$ cat src/hdl/assert_macros.svh
// Assertion macros shared by the ban list builder RTL.
// Expects clk_i and rst_ni in the scope of each use.
`ifndef ASSERT_MACROS_SVH
`define ASSERT_MACROS_SVH

// Clocked property, disabled while reset is held.
`define WCBL_ASSERT(lbl, prop, msg) \
  lbl: assert property (@(posedge clk_i) disable iff (!rst_ni) prop) else $error(msg);

// Condition that must never hold.
`define WCBL_ASSERT_NEVER(lbl, expr, msg) \
  `WCBL_ASSERT(lbl, !(expr), msg)

`endif

$ cat src/hdl/wcbl_pkg.sv
// Package for the wide channel ban list builder: types, constants, reset values.
// No dependencies; used by the core RTL and the testbench.
package wcbl_pkg;

  localparam int BAND_COUNT_DEF = 4;
  localparam int LIST_DEPTH_DEF = 32;
  localparam int RANGE_COUNT    = 4;
  localparam int CH_W           = 8;
  localparam int BAND_W         = 2;
  localparam int OVF_W          = 4;
  localparam int MAX_ENTRIES    = 15;
  localparam int EMIT_W         = 4;
  localparam int APB_ADDR_W     = 5;
  localparam int APB_DATA_W     = 32;
  localparam int REG_IDX_W      = 3;

  localparam logic [CH_W-1:0] RANGE_START_RST [RANGE_COUNT] =
    '{8'd36, 8'd100, 8'd149, 8'd165};
  localparam logic [CH_W-1:0] RANGE_END_RST [RANGE_COUNT] =
    '{8'd64, 8'd144, 8'd161, 8'd173};

  typedef enum logic [2:0] {
    ST_IDLE,
    ST_RANGE,
    ST_BAND,
    ST_SEARCH,
    ST_APPEND,
    ST_STATUS
  } wcbl_state_e;

endpackage

$ cat src/hdl/wcbl_ram.sv
// Generic single write port, single read port RAM with registered read data.
// No dependencies.
module wcbl_ram #(
  parameter int WIDTH = 8,
  parameter int DEPTH = 128
) (
  input  logic                     clk_i,
  input  logic                     we_i,
  input  logic [$clog2(DEPTH)-1:0] waddr_i,
  input  logic [WIDTH-1:0]         wdata_i,
  input  logic                     re_i,
  input  logic [$clog2(DEPTH)-1:0] raddr_i,
  output logic [WIDTH-1:0]         rdata_o
);

  logic [WIDTH-1:0] mem_q [DEPTH];
  logic [WIDTH-1:0] rdata_q;

  always_ff @(posedge clk_i) begin
    if (we_i) begin
      mem_q[waddr_i] <= wdata_i;
    end
    if (re_i) begin
      rdata_q <= mem_q[raddr_i];
    end
  end

  assign rdata_o = rdata_q;

endmodule

$ cat src/hdl/wide_channel_ban_list_builder_core.sv
// Busy stays high while an item steps through the ranges, the bands of each range holding the
// channel, a list search per block that fits and an append per new channel, then a status state.
// Throughput: one item at a time; the list search through the single RAM read port sets it.
// Results: each strobe in the cycle after its channel is written, status in the same cycle that busy falls.
// Reset clears list counts and loads default ranges; list RAM is not cleared.
// Top level of the ban list builder; depends on wcbl_pkg, wcbl_ram, assert_macros.svh.
`include "assert_macros.svh"

module wide_channel_ban_list_builder_core #(
  parameter int BAND_COUNT = wcbl_pkg::BAND_COUNT_DEF,
  parameter int LIST_DEPTH = wcbl_pkg::LIST_DEPTH_DEF
) (
  input  logic                            clk_i,
  input  logic                            rst_ni,
  input  logic                            start,
  output logic                            busy,
  input  logic [wcbl_pkg::CH_W-1:0]       banned_channel_i,
  input  logic                            psel,
  input  logic                            penable,
  input  logic                            pwrite,
  input  logic [wcbl_pkg::APB_ADDR_W-1:0] paddr,
  input  logic [wcbl_pkg::APB_DATA_W-1:0] pwdata,
  output logic [wcbl_pkg::APB_DATA_W-1:0] prdata,
  output logic                            pready,
  output logic                            result_valid_o,
  output logic                            entry_valid_o,
  output logic [wcbl_pkg::BAND_W-1:0]     band_index_o,
  output logic [wcbl_pkg::CH_W-1:0]       listed_channel_o,
  output logic [wcbl_pkg::OVF_W-1:0]      overflow_mask_o,
  output logic                            last_o
);

  import wcbl_pkg::*;

  localparam int CNT_W  = $clog2(LIST_DEPTH + 1);
  localparam int CW1    = CNT_W + 1;
  localparam int LIDX_W = $clog2(LIST_DEPTH);
  localparam int ADDR_W = $clog2(BAND_COUNT * LIST_DEPTH);

  wcbl_state_e state_q, state_d;

  logic [CH_W-1:0]   rs_q [RANGE_COUNT];
  logic [CH_W-1:0]   re_q [RANGE_COUNT];
  logic [CNT_W-1:0]  cnt_q [BAND_COUNT];

  logic [CH_W-1:0]   ch_q, ch_d;
  logic [1:0]        r_q, r_d;
  logic [BAND_W-1:0] bw_q, bw_d;
  logic [CH_W-1:0]   s_q, s_d;
  logic [CNT_W-1:0]  idx_q, idx_d;
  logic              cmp_vld_q, cmp_vld_d;
  logic [2:0]        k_q, k_d;
  logic [CH_W-1:0]   chan_q, chan_d;
  logic [EMIT_W-1:0] emit_q, emit_d;
  logic [OVF_W-1:0]  ovf_q, ovf_d;

  logic              ovld_q, ovld_d;
  logic              oev_q, oev_d;
  logic [BAND_W-1:0] oband_q, oband_d;
  logic [CH_W-1:0]   ochan_q, ochan_d;
  logic [OVF_W-1:0]  oovf_q, oovf_d;
  logic              olast_q, olast_d;

  logic              cnt_we;
  logic [CNT_W-1:0]  cnt_new;

  logic [CH_W-1:0]   lo, hi, diff, s_calc;
  logic [3:0]        n;
  logic [4:0]        span, mask;
  logic              in_rng, fits, hit, search_done, no_room, no_slot;
  logic              last_band, last_range, append_end;
  logic [CNT_W-1:0]  cur_cnt;
  wcbl_state_e       after_band;

  logic              ram_we, ram_re;
  logic [ADDR_W-1:0] ram_waddr, ram_raddr, ram_base;
  logic [CNT_W-1:0]  wr_idx;
  logic [CH_W-1:0]   ram_rdata;

  logic                 cfg_wr;
  logic [REG_IDX_W-1:0] cfg_idx;

  // Configuration port
  assign pready  = 1'b1;
  assign cfg_wr  = psel && penable && pwrite;
  assign cfg_idx = paddr[REG_IDX_W+1:2];

  always_comb begin
    if (cfg_idx[0]) begin
      prdata = {{(APB_DATA_W-CH_W){1'b0}}, re_q[cfg_idx[2:1]]};
    end else begin
      prdata = {{(APB_DATA_W-CH_W){1'b0}}, rs_q[cfg_idx[2:1]]};
    end
  end

  always_ff @(posedge clk_i or negedge rst_ni) begin
    if (!rst_ni) begin
      for (int i = 0; i < RANGE_COUNT; i++) begin
        rs_q[i] <= RANGE_START_RST[i];
        re_q[i] <= RANGE_END_RST[i];
      end
    end else if (cfg_wr && pready) begin
      if (cfg_idx[0]) begin
        re_q[cfg_idx[2:1]] <= pwdata[CH_W-1:0];
      end else begin
        rs_q[cfg_idx[2:1]] <= pwdata[CH_W-1:0];
      end
    end
  end

  // Block arithmetic for the current range and bandwidth
  always_comb begin
    lo      = rs_q[r_q];
    hi      = re_q[r_q];
    in_rng  = (ch_q >= lo) && (ch_q <= hi);
    n       = 4'b0001 << bw_q;
    span    = {3'(n - 4'd1), 2'b00};
    mask    = {3'(n - 4'd1), 2'b11};
    diff    = hi - lo;
    s_calc  = lo + ((ch_q - lo) & ~{3'b000, mask});
    fits    = (diff >= {3'b000, span}) &&
              (({1'b0, s_calc} + {4'b0000, span}) <= {1'b0, hi});
    cur_cnt = '0;
    for (int i = 0; i < BAND_COUNT; i++) begin
      if (bw_q == BAND_W'(i)) begin
        cur_cnt = cnt_q[i];
      end
    end
    hit         = cmp_vld_q && (ram_rdata == s_q);
    search_done = !hit && (idx_q == cur_cnt);
    no_room     = ({1'b0, cur_cnt} + CW1'(n)) > CW1'(LIST_DEPTH);
    no_slot     = ({1'b0, emit_q} + {1'b0, n}) > 5'(MAX_ENTRIES);
    last_band   = (bw_q == BAND_W'(BAND_COUNT - 1));
    last_range  = (r_q == 2'(RANGE_COUNT - 1));
    append_end  = (k_q == 3'(n - 4'd1));
    after_band  = last_band ? (last_range ? ST_STATUS : ST_RANGE) : ST_BAND;
  end

  // Next state
  always_comb begin
    state_d = state_q;
    unique case (state_q)
      ST_IDLE: begin
        if (start) state_d = ST_RANGE;
      end
      ST_RANGE: begin
        if (in_rng) state_d = ST_BAND;
        else if (last_range) state_d = ST_STATUS;
        else state_d = ST_RANGE;
      end
      ST_BAND: begin
        state_d = fits ? ST_SEARCH : after_band;
      end
      ST_SEARCH: begin
        if (hit) state_d = after_band;
        else if (search_done) state_d = (no_room || no_slot) ? after_band : ST_APPEND;
      end
      ST_APPEND: begin
        if (append_end) state_d = after_band;
      end
      ST_STATUS: begin
        state_d = ST_IDLE;
      end
      default: state_d = ST_IDLE;
    endcase
  end

  // Datapath and outputs
  always_comb begin
    ch_d      = ch_q;
    r_d       = r_q;
    bw_d      = bw_q;
    s_d       = s_q;
    idx_d     = idx_q;
    cmp_vld_d = cmp_vld_q;
    k_d       = k_q;
    chan_d    = chan_q;
    emit_d    = emit_q;
    ovf_d     = ovf_q;
    ovld_d    = 1'b0;
    oev_d     = 1'b0;
    oband_d   = '0;
    ochan_d   = '0;
    oovf_d    = '0;
    olast_d   = 1'b0;
    cnt_we    = 1'b0;
    cnt_new   = cur_cnt + CNT_W'(n);
    ram_we    = 1'b0;
    ram_re    = 1'b0;
    unique case (state_q)
      ST_IDLE: begin
        if (start) begin
          ch_d   = banned_channel_i;
          r_d    = '0;
          ovf_d  = '0;
          emit_d = '0;
        end
      end
      ST_RANGE: begin
        if (in_rng) bw_d = '0;
        else r_d = r_q + 2'd1;
      end
      ST_BAND: begin
        s_d = s_calc;
        if (fits) begin
          idx_d     = '0;
          cmp_vld_d = 1'b0;
        end else if (last_band) begin
          r_d  = r_q + 2'd1;
          bw_d = '0;
        end else begin
          bw_d = bw_q + 2'd1;
        end
      end
      ST_SEARCH: begin
        if (hit || (search_done && (no_room || no_slot))) begin
          if (!hit) ovf_d[bw_q] = 1'b1;
          if (last_band) begin
            r_d  = r_q + 2'd1;
            bw_d = '0;
          end else begin
            bw_d = bw_q + 2'd1;
          end
        end else if (search_done) begin
          k_d    = '0;
          chan_d = s_q;
        end else begin
          ram_re    = 1'b1;
          idx_d     = idx_q + CNT_W'(1);
          cmp_vld_d = 1'b1;
        end
      end
      ST_APPEND: begin
        ram_we  = 1'b1;
        ovld_d  = 1'b1;
        oev_d   = 1'b1;
        oband_d = bw_q;
        ochan_d = chan_q;
        chan_d  = chan_q + 8'd4;
        k_d     = k_q + 3'd1;
        emit_d  = emit_q + 4'd1;
        if (append_end) begin
          cnt_we = 1'b1;
          if (last_band) begin
            r_d  = r_q + 2'd1;
            bw_d = '0;
          end else begin
            bw_d = bw_q + 2'd1;
          end
        end
      end
      ST_STATUS: begin
        ovld_d  = 1'b1;
        oovf_d  = ovf_q;
        olast_d = 1'b1;
      end
      default: ;
    endcase
  end

  // List memory addressing
  assign ram_base  = ADDR_W'(ADDR_W'(bw_q) * ADDR_W'(LIST_DEPTH));
  assign wr_idx    = cur_cnt + CNT_W'(k_q);
  assign ram_waddr = ram_base + ADDR_W'(wr_idx[LIDX_W-1:0]);
  assign ram_raddr = ram_base + ADDR_W'(idx_q[LIDX_W-1:0]);

  wcbl_ram #(
    .WIDTH(CH_W),
    .DEPTH(BAND_COUNT * LIST_DEPTH)
  ) u_list_ram (
    .clk_i  (clk_i),
    .we_i   (ram_we),
    .waddr_i(ram_waddr),
    .wdata_i(chan_q),
    .re_i   (ram_re),
    .raddr_i(ram_raddr),
    .rdata_o(ram_rdata)
  );

  always_ff @(posedge clk_i or negedge rst_ni) begin
    if (!rst_ni) begin
      state_q   <= ST_IDLE;
      cmp_vld_q <= 1'b0;
      ovld_q    <= 1'b0;
      for (int i = 0; i < BAND_COUNT; i++) begin
        cnt_q[i] <= '0;
      end
    end else begin
      state_q   <= state_d;
      cmp_vld_q <= cmp_vld_d;
      ovld_q    <= ovld_d;
      for (int i = 0; i < BAND_COUNT; i++) begin
        if (cnt_we && (bw_q == BAND_W'(i))) begin
          cnt_q[i] <= cnt_new;
        end
      end
    end
  end

  always_ff @(posedge clk_i) begin
    ch_q    <= ch_d;
    r_q     <= r_d;
    bw_q    <= bw_d;
    s_q     <= s_d;
    idx_q   <= idx_d;
    k_q     <= k_d;
    chan_q  <= chan_d;
    emit_q  <= emit_d;
    ovf_q   <= ovf_d;
    oev_q   <= oev_d;
    oband_q <= oband_d;
    ochan_q <= ochan_d;
    oovf_q  <= oovf_d;
    olast_q <= olast_d;
  end

  assign busy             = (state_q != ST_IDLE);
  assign result_valid_o   = ovld_q;
  assign entry_valid_o    = oev_q;
  assign band_index_o     = oband_q;
  assign listed_channel_o = ochan_q;
  assign overflow_mask_o  = oovf_q;
  assign last_o           = olast_q;

  `WCBL_ASSERT(a_strobe_from_work, ovld_q |-> ($past(state_q) != ST_IDLE), "strobe without item")
  `WCBL_ASSERT(a_status_last, (state_q == ST_STATUS) |=> (ovld_q && olast_q && !oev_q), "status item lost")
  `WCBL_ASSERT_NEVER(a_count_bound, cur_cnt > CNT_W'(LIST_DEPTH), "list count beyond depth")
  `WCBL_ASSERT_NEVER(a_emit_bound, (state_q == ST_APPEND) && (emit_q >= EMIT_W'(MAX_ENTRIES)), "too many results")

endmodule

$ cat config.mk
export PLATFORM = sky130hd
export DESIGN_NAME = wide_channel_ban_list_builder_core
export DESIGN_NICKNAME = d
export VERILOG_FILES = /design/src/hdl/wcbl_pkg.sv /design/src/hdl/wcbl_ram.sv /design/src/hdl/wide_channel_ban_list_builder_core.sv
export VERILOG_INCLUDE_DIRS = /design/src /design/src/hdl
export SDC_FILE = /design/constraint.sdc
export NUM_CORES = 2
export LEC_CHECK = 0
export ABC_AREA = 0
export BUFFER_PORTS_ARGS = -buffer_cell sky130_fd_sc_hd__buf_2
export CORE_ASPECT_RATIO = 1.1
export CORE_MARGIN = 2
export CORE_UTILIZATION = 35
export DETAILED_ROUTE_END_ITERATION = 16
export PLACE_DENSITY = 0.49
export SLEW_MARGIN = 20
export SYNTH_ARGS = -nofsm -noshare
export SYNTH_HDL_FRONTEND = slang
export SYNTH_SLANG_ARGS = --single-unit
$ cat constraint.sdc
create_clock -name clk_i -period 10.7 [get_ports clk_i]
set_clock_uncertainty 0.2 [all_clocks]
set_input_delay 2.14 -clock clk_i [delete_from_list [all_inputs] [get_ports clk_i]]
set_output_delay 2.14 -clock clk_i [all_outputs]
set_load 0.005 [all_outputs]
# Word-level counts from Yosys, hierarchy flattened

Memory sizes are Yosys's and may differ from the RTL's. A register that Yosys moved wholly into a read port is not among the register bits.
Cells that the tools add are included.

Shift operators: 1
$add $sub $neg: 17
Bitwise logic cells: 6
Multiplexer cells: 75
Equal/unequal tests: 24
Order comparisons: 11
Reduce and logical (&&, ||, !) cells: 36

Operators with widths:

| cell                                         | count |
|---|---|
| two-way mux 8 bit                            | 12 |
| binary-select mux 8 bit (select 2 bit)       | 4 |
| bitwise mux 32 bit                           | 2 |
| two-way mux 6 bit                            | 7 |
| two-way mux 3 bit                            | 11 |
| two-way mux 2 bit                            | 11 |
| inequality test 2 bit, second input constant | 11 |
| demux 8 bit (select 2 bit)                   | 1 |
| one-hot mux 4 bit (2 select lines)           | 2 |
| one-hot mux 8 bit (2 select lines)           | 1 |
| subtractor 8 bit                             | 2 |
| one-hot mux 3 bit (5 select lines)           | 1 |
| adder 7 x 5 -> 7 bit                         | 2 |
| two-way mux 1 bit                            | 14 |
| logical AND 1 bit                            | 13 |
| two-way mux 4 bit                            | 3 |
| one-hot mux 6 bit (2 select lines)           | 1 |
| one-hot mux 2 bit (5 select lines)           | 1 |
| adder 8 x 5 -> 9 bit                         | 1 |
| <= comparator 9 x 8 -> 1 bit                 | 1 |
| adder 8 x 3 -> 8 bit, second input constant  | 1 |
| adder 8 bit                                  | 1 |
| bitwise AND 8 bit                            | 1 |
| == test 8 bit                                | 1 |
| 49 further kinds                             | 65 |

Memories kept: 1
Output and inout bits: 51
Register bits after elaboration: 154
Word-level logic and storage cells: 200
Bits in writable memories: 1024
Input bits: 51

Memory list:

| name             | words | width | read ports | clocked after Yosys merged registers in | write ports | line           | RTL |
|---|---|---|---|---|---|---|---|
| u_list_ram.mem_q | 128   | 8     | 1          | 1                                       | 1           | wcbl_ram.sv:16 | `logic [WIDTH-1:0] mem_q [DEPTH];` |

# Longest topological paths before layout

Word-level depth: 12
Depth in mapped cells: 25
Gate-level depth less buffers: 24

# By module

A second synthesis with hierarchy kept.

Cell total of the unflattened synthesis: 2422
Area, all modules: 49109.6 µm²

Modules (own cells, without submodules):

| module                             | instances | area each (µm²) | seq. area each (µm²) | cells an instance |
|---|---|---|---|---|
| wcbl_ram                           | 1         | 39745.6         | 30989.7              | 1635 |
| wide_channel_ban_list_builder_core | 1         | 9364.0          | 4028.9               | 787 |

# Worst setup path after synthesis

OpenSTA, ideal clock, no wires.

Path kind: input port to output port
Start point: in paddr[3] (netlist bit)
End point: out prdata[1] (netlist bit)
Slack: 4.904 ns
Data arrival time: 3.456 ns
Buffers on the path: 1
Cell stages on the path: 3
Data required time: 8.360 ns
Cells stage by stage: buf_1 mux4_2 mux2_2

Word-level cells in the longest chain between the ends: 5
Elaborated cells on any way between the ends: 8
Those cells by class: 7 x mux; 1 x bitwise

RTL lines:

| element                                                   | line                                                                               | RTL |
|---|---|---|
| start: declaration                                        | wide_channel_ban_list_builder_core.sv:21                                           | `input logic [wcbl_pkg::APB_ADDR_W-1:0] paddr,` |
| inverter 2 -> 3 bit (not written as such) *               | wide_channel_ban_list_builder_core.sv:90, wide_channel_ban_list_builder_core.sv:92 |  |
| binary-select mux 8 bit (select 2 bit) (on tied branches) | wide_channel_ban_list_builder_core.sv:92, wide_channel_ban_list_builder_core.sv:90 |  |
| two-way mux 8 bit (on tied branches) (2 in a row)         | wide_channel_ban_list_builder_core.sv:92, wide_channel_ban_list_builder_core.sv:90 |  |
| two-way mux 8 bit *                                       | wide_channel_ban_list_builder_core.sv:89                                           | `if (cfg_idx[0]) begin` |
| end: declaration                                          | wide_channel_ban_list_builder_core.sv:23                                           | `output logic [wcbl_pkg::APB_DATA_W-1:0] prdata,` |

Mark *: on every way between the ends. The rest lies on a longest branch, timed or not. The select of a mux whose other input is x is not followed.

# Final worst setup path

Start point: reg bw_q[0]
End point: mem u_list_ram.mem_q[121][3] (enable)

Word-level cells in the longest chain between the ends: 7
Elaborated cells on any way between the ends: 10
Those cells by class: 2 x add/sub; 3 x eq/ne; 4 x mux; 1 x reduce/logical

RTL lines:

| element                        | line                                      | RTL |
|---|---|---|
| start: declaration             | wide_channel_ban_list_builder_core.sv:48  | `logic [BAND_W-1:0] bw_q, bw_d;` |
| start signal: assignment       | wide_channel_ban_list_builder_core.sv:303 | `bw_q <= bw_d;` |
| zero test 2 bit                | wide_channel_ban_list_builder_core.sv:125 | `if (bw_q == BAND_W'(i)) begin` |
| two-way mux 6 bit (4 in a row) | wide_channel_ban_list_builder_core.sv:125 |  |
| adder 5 x 3 -> 5 bit           | wide_channel_ban_list_builder_core.sv:263 | `assign wr_idx = cur_cnt + CNT_W'(k_q);` |
| adder 7 x 5 -> 7 bit *         | wide_channel_ban_list_builder_core.sv:264 | `assign ram_waddr = ram_base + ADDR_W'(wr_idx[LIDX_W-1:0]);` |
| end: declaration               | wcbl_ram.sv:16                            |  |

Mark *: on every way between the ends. The rest lies on a longest branch, timed or not.

==> flow_metrics.env <==
export IMPL_rsz0062_at_grt="no"
export IMPL_antenna_cells=0
export IMPL_holdCritStartpoint="cmp_vld_q"
export IMPL_crit_start="bw_q[0]"
export IMPL_viasPerCell=5.33
export IMPL_cp_depth=17
export IMPL_synthCells=2462
export IMPL_grt_overflow=0
export IMPL_slew_violations=0
export IMPL_detail_route_antenna_nets=0
export IMPL_vias=24000
export IMPL_maxCapViolCount=0
export IMPL_htreeDepth=4
export IMPL_ys_types=69
export IMPL_cp_data_arrival_time_ns=6.97
export IMPL_die_area_um2=143000
export IMPL_worst_r2r_cell_count=17
export IMPL_power_density_nw_per_um2=281
export IMPL_worstReg2RegStart="bw_q[0]"
export IMPL_portBuffers=50
export IMPL_hold_viol=0
export IMPL_grt_usage=0.168
export IMPL_hpwl_um=72400
export IMPL_period_needed_ns=6.80
export IMPL_criticalPathCategory="register to register"
export IMPL_power_leakage_nw=18.1
export IMPL_setup_slack_ns=3.90
export IMPL_fillers=12400
export IMPL_setup_violations=0
export IMPL_clock_latency_ns=0.75
export IMPL_hold_buffers=0
export IMPL_synth_edf_count=1077
export IMPL_path_cells="inv_2 > buf_4 > ha_1 > buf_4 > nor2b_1 > a221oi_1 > nor2_1 > ha_1 > inv_1 > fa_1 > inv_1 > a21oi_1 > a211oi_1 > xnor2_1 > nor2_1 > nand2_1 > nor2_1"
export IMPL_grt_first_pass_wirelength_um=175000
export IMPL_synthTopCellsByArea="edfxtp_1 (66%), mux4_2 (16%), dfrtp_1 (3.5%)"
export IMPL_syn_area_um2=49100
export IMPL_cts_root_buf="clkbuf_16"
export IMPL_nets=2690
export IMPL_cts_buffers_inserted=130
export IMPL_ios=102
export IMPL_wl_per_cell_um=26.6
export IMPL_drive_above_1_share=0.277
export IMPL_cts_resized=0
export IMPL_ys_flop_type="edfxtp_1"
export IMPL_row_count=144
export IMPL_pre_cts_ws_ns=3.84
export IMPL_die_w_um=361
export IMPL_cp_slowest_cell="nor2_1"
export IMPL_critPathCaptureType="register"
export IMPL_clk_pin_slew_ns=0.06
export IMPL_cts_sinks=1186
export IMPL_period_share=0.636
export IMPL_coreArea_um2=140000
export IMPL_cp_required_ns=10.86
export IMPL_startpoint_type="register"
export IMPL_yosys_area_top_type="edfxtp_1"
export IMPL_vdd_drop_max_mv=0.279
export IMPL_hp_class="register to register"
export IMPL_postCtsSetupRepairBufs=0
export IMPL_place_congestion=0.801
export IMPL_max_slew_margin=0.232
export IMPL_fin_tns_setup_ns=0
export IMPL_syn_to_final_growth_pct=13.3
export IMPL_worst_pin_slew_ns=1.15
export IMPL_fmax_mhz=147
export IMPL_synthArstFlopShare=0.0784
export IMPL_antenna_found_initial=0
export IMPL_crit_top_cell="nor2_1"
export IMPL_dr_first_iter_drc_count=2197
export IMPL_dr_pass1_iters=5
export IMPL_outcome="finished clean"
export IMPL_worst_path_buf_inv=5
export IMPL_critPathMaxStageDelay_ns=0.77
export IMPL_path_max_fanout=26
export IMPL_reg2reg_slack_ns=3.90
export IMPL_cts_tree="done"
export IMPL_drt_wl_total_um=120000
export IMPL_min_path_cells=1
export IMPL_synth_area_per_cell_um2=19.9
export IMPL_clockBufferDepth=3
export IMPL_drc_errors=0
export IMPL_grt_max_degree=149
export IMPL_ys_warnings_count=0
export IMPL_ys_ff_latch=1186
export IMPL_yosysTopAreaCellShare=0.659
export IMPL_die_h_um=397
export IMPL_initial_utilization=0.352
export IMPL_seq_area_frac_synth=0.713
export IMPL_grt_pass1_vias=25300
export IMPL_cpLargestDelayFamily="simple AND/OR/NAND/NOR gates"
## power by group
group	switching (W)	internal [W]	leakage (nW)
clock	0.00180	0.00260	2.05
combinational	0.00323	0.00237	5.11
sequential	0.000166	0.00543	11.0
total	0.00520	0.0104	18.1
## layout make-up
cell class	count	area, µm²	share of cell area
clock buffers	158	3520	0.0633
clock inverters	74	662	0.0119
flip-flops and latches	1186	35000	0.630
inverters	36	138	0.00248
repair buffers	91	642	0.0115
well taps	1825	2280	0.0411
multi-input cells	1126	13300	0.240
## final timing paths
path,end
hold reg to reg,cmp_vld_q
max in group asynchronous,cnt_q[23]
hold / removal,cmp_vld_q
setup / recovery,u_list_ram.mem_q[121][3]
min in group asynchronous,state_q[2]
setup reg to reg,u_list_ram.mem_q[121][3]
## cells in the final DEF (no fill, tap or decap), types with 32 or more instances in the layout
cell          n
edfxtp_1   1077
mux4_2      350
nor2_1      194
clkbuf_16   137
mux2_2       73
dfrtp_1      69
nand2_1      68
ha_1         62
buf_2        49
buf_4        34
xnor2_1      33
inv_1        32
## cells by family after synthesis
kind of cell | share of synthesized area
fa+ha+maj | 0.0183
compound gates | 0.0191
xor+xnor | 0.00892
mux | 0.189
flops | 0.713
buf+inv | 0.0169
other cells | 0.000153
simple gates | 0.0342
## metrics by stage
| step | util | area (µm²) | hold WS (ns) | power, W | cells |
|---|---|---|---|---|---|
| finish | 0.398 | 55600 | 0.285 | 0.0156 | 4496 |
| global placement | 0.368 | 51400 | 0.271 | 0.0113 | 4263 |
| floorplan | - | 49200 | 0.250 | 0.00955 | 2485 |
| detailed placement | 0.368 | 51400 | 0.272 | 0.0114 | 4263 |
| CTS | 0.398 | 55600 | 0.284 | 0.0158 | 4495 |
| global route | 0.398 | 55600 | 0.304 | 0.0164 | 4496 |
## sequential cells by signal, summed over array words and instances (netlist names), 24 cells and up
signal            count
re_q                 32
rs_q                 32
u_list_ram.mem_q   1024
cnt_q                24
## per-layer routing
| metal | vias up | track usage | routed length, µm | part of all wire |
|---|---|---|---|---|
| met2 | 694 | 0.284 | 59800 | 0.50 |
| met4 | 0 | 0.0520 | 3030 | 0.025 |
| met5 | - | 0 | 0 | 0 |
| met1 | 12900 | 0.221 | 50800 | 0.42 |
| li1 | 10300 | - | - | - |
| met3 | 171 | 0.0318 | 5850 | 0.049 |
## Yosys cell counts, drive strengths merged (10+ instances only)
library cell,n
dfrtp,69
mux2i,25
a21oi,30
mux4,352
dfstp,24
clkbuf,54
xnor2,33
inv,36
nand2,72
and3,20
nor2,194
nor3,13
edfxtp,1077
a21o,10
buf,83
ha,62
mux2,97
dfxtp,16
o21ai,23
nor2b,11
a221oi,13
nand3,15
xor2,17
Note: power is estimated with default switching activity, not from simulation.
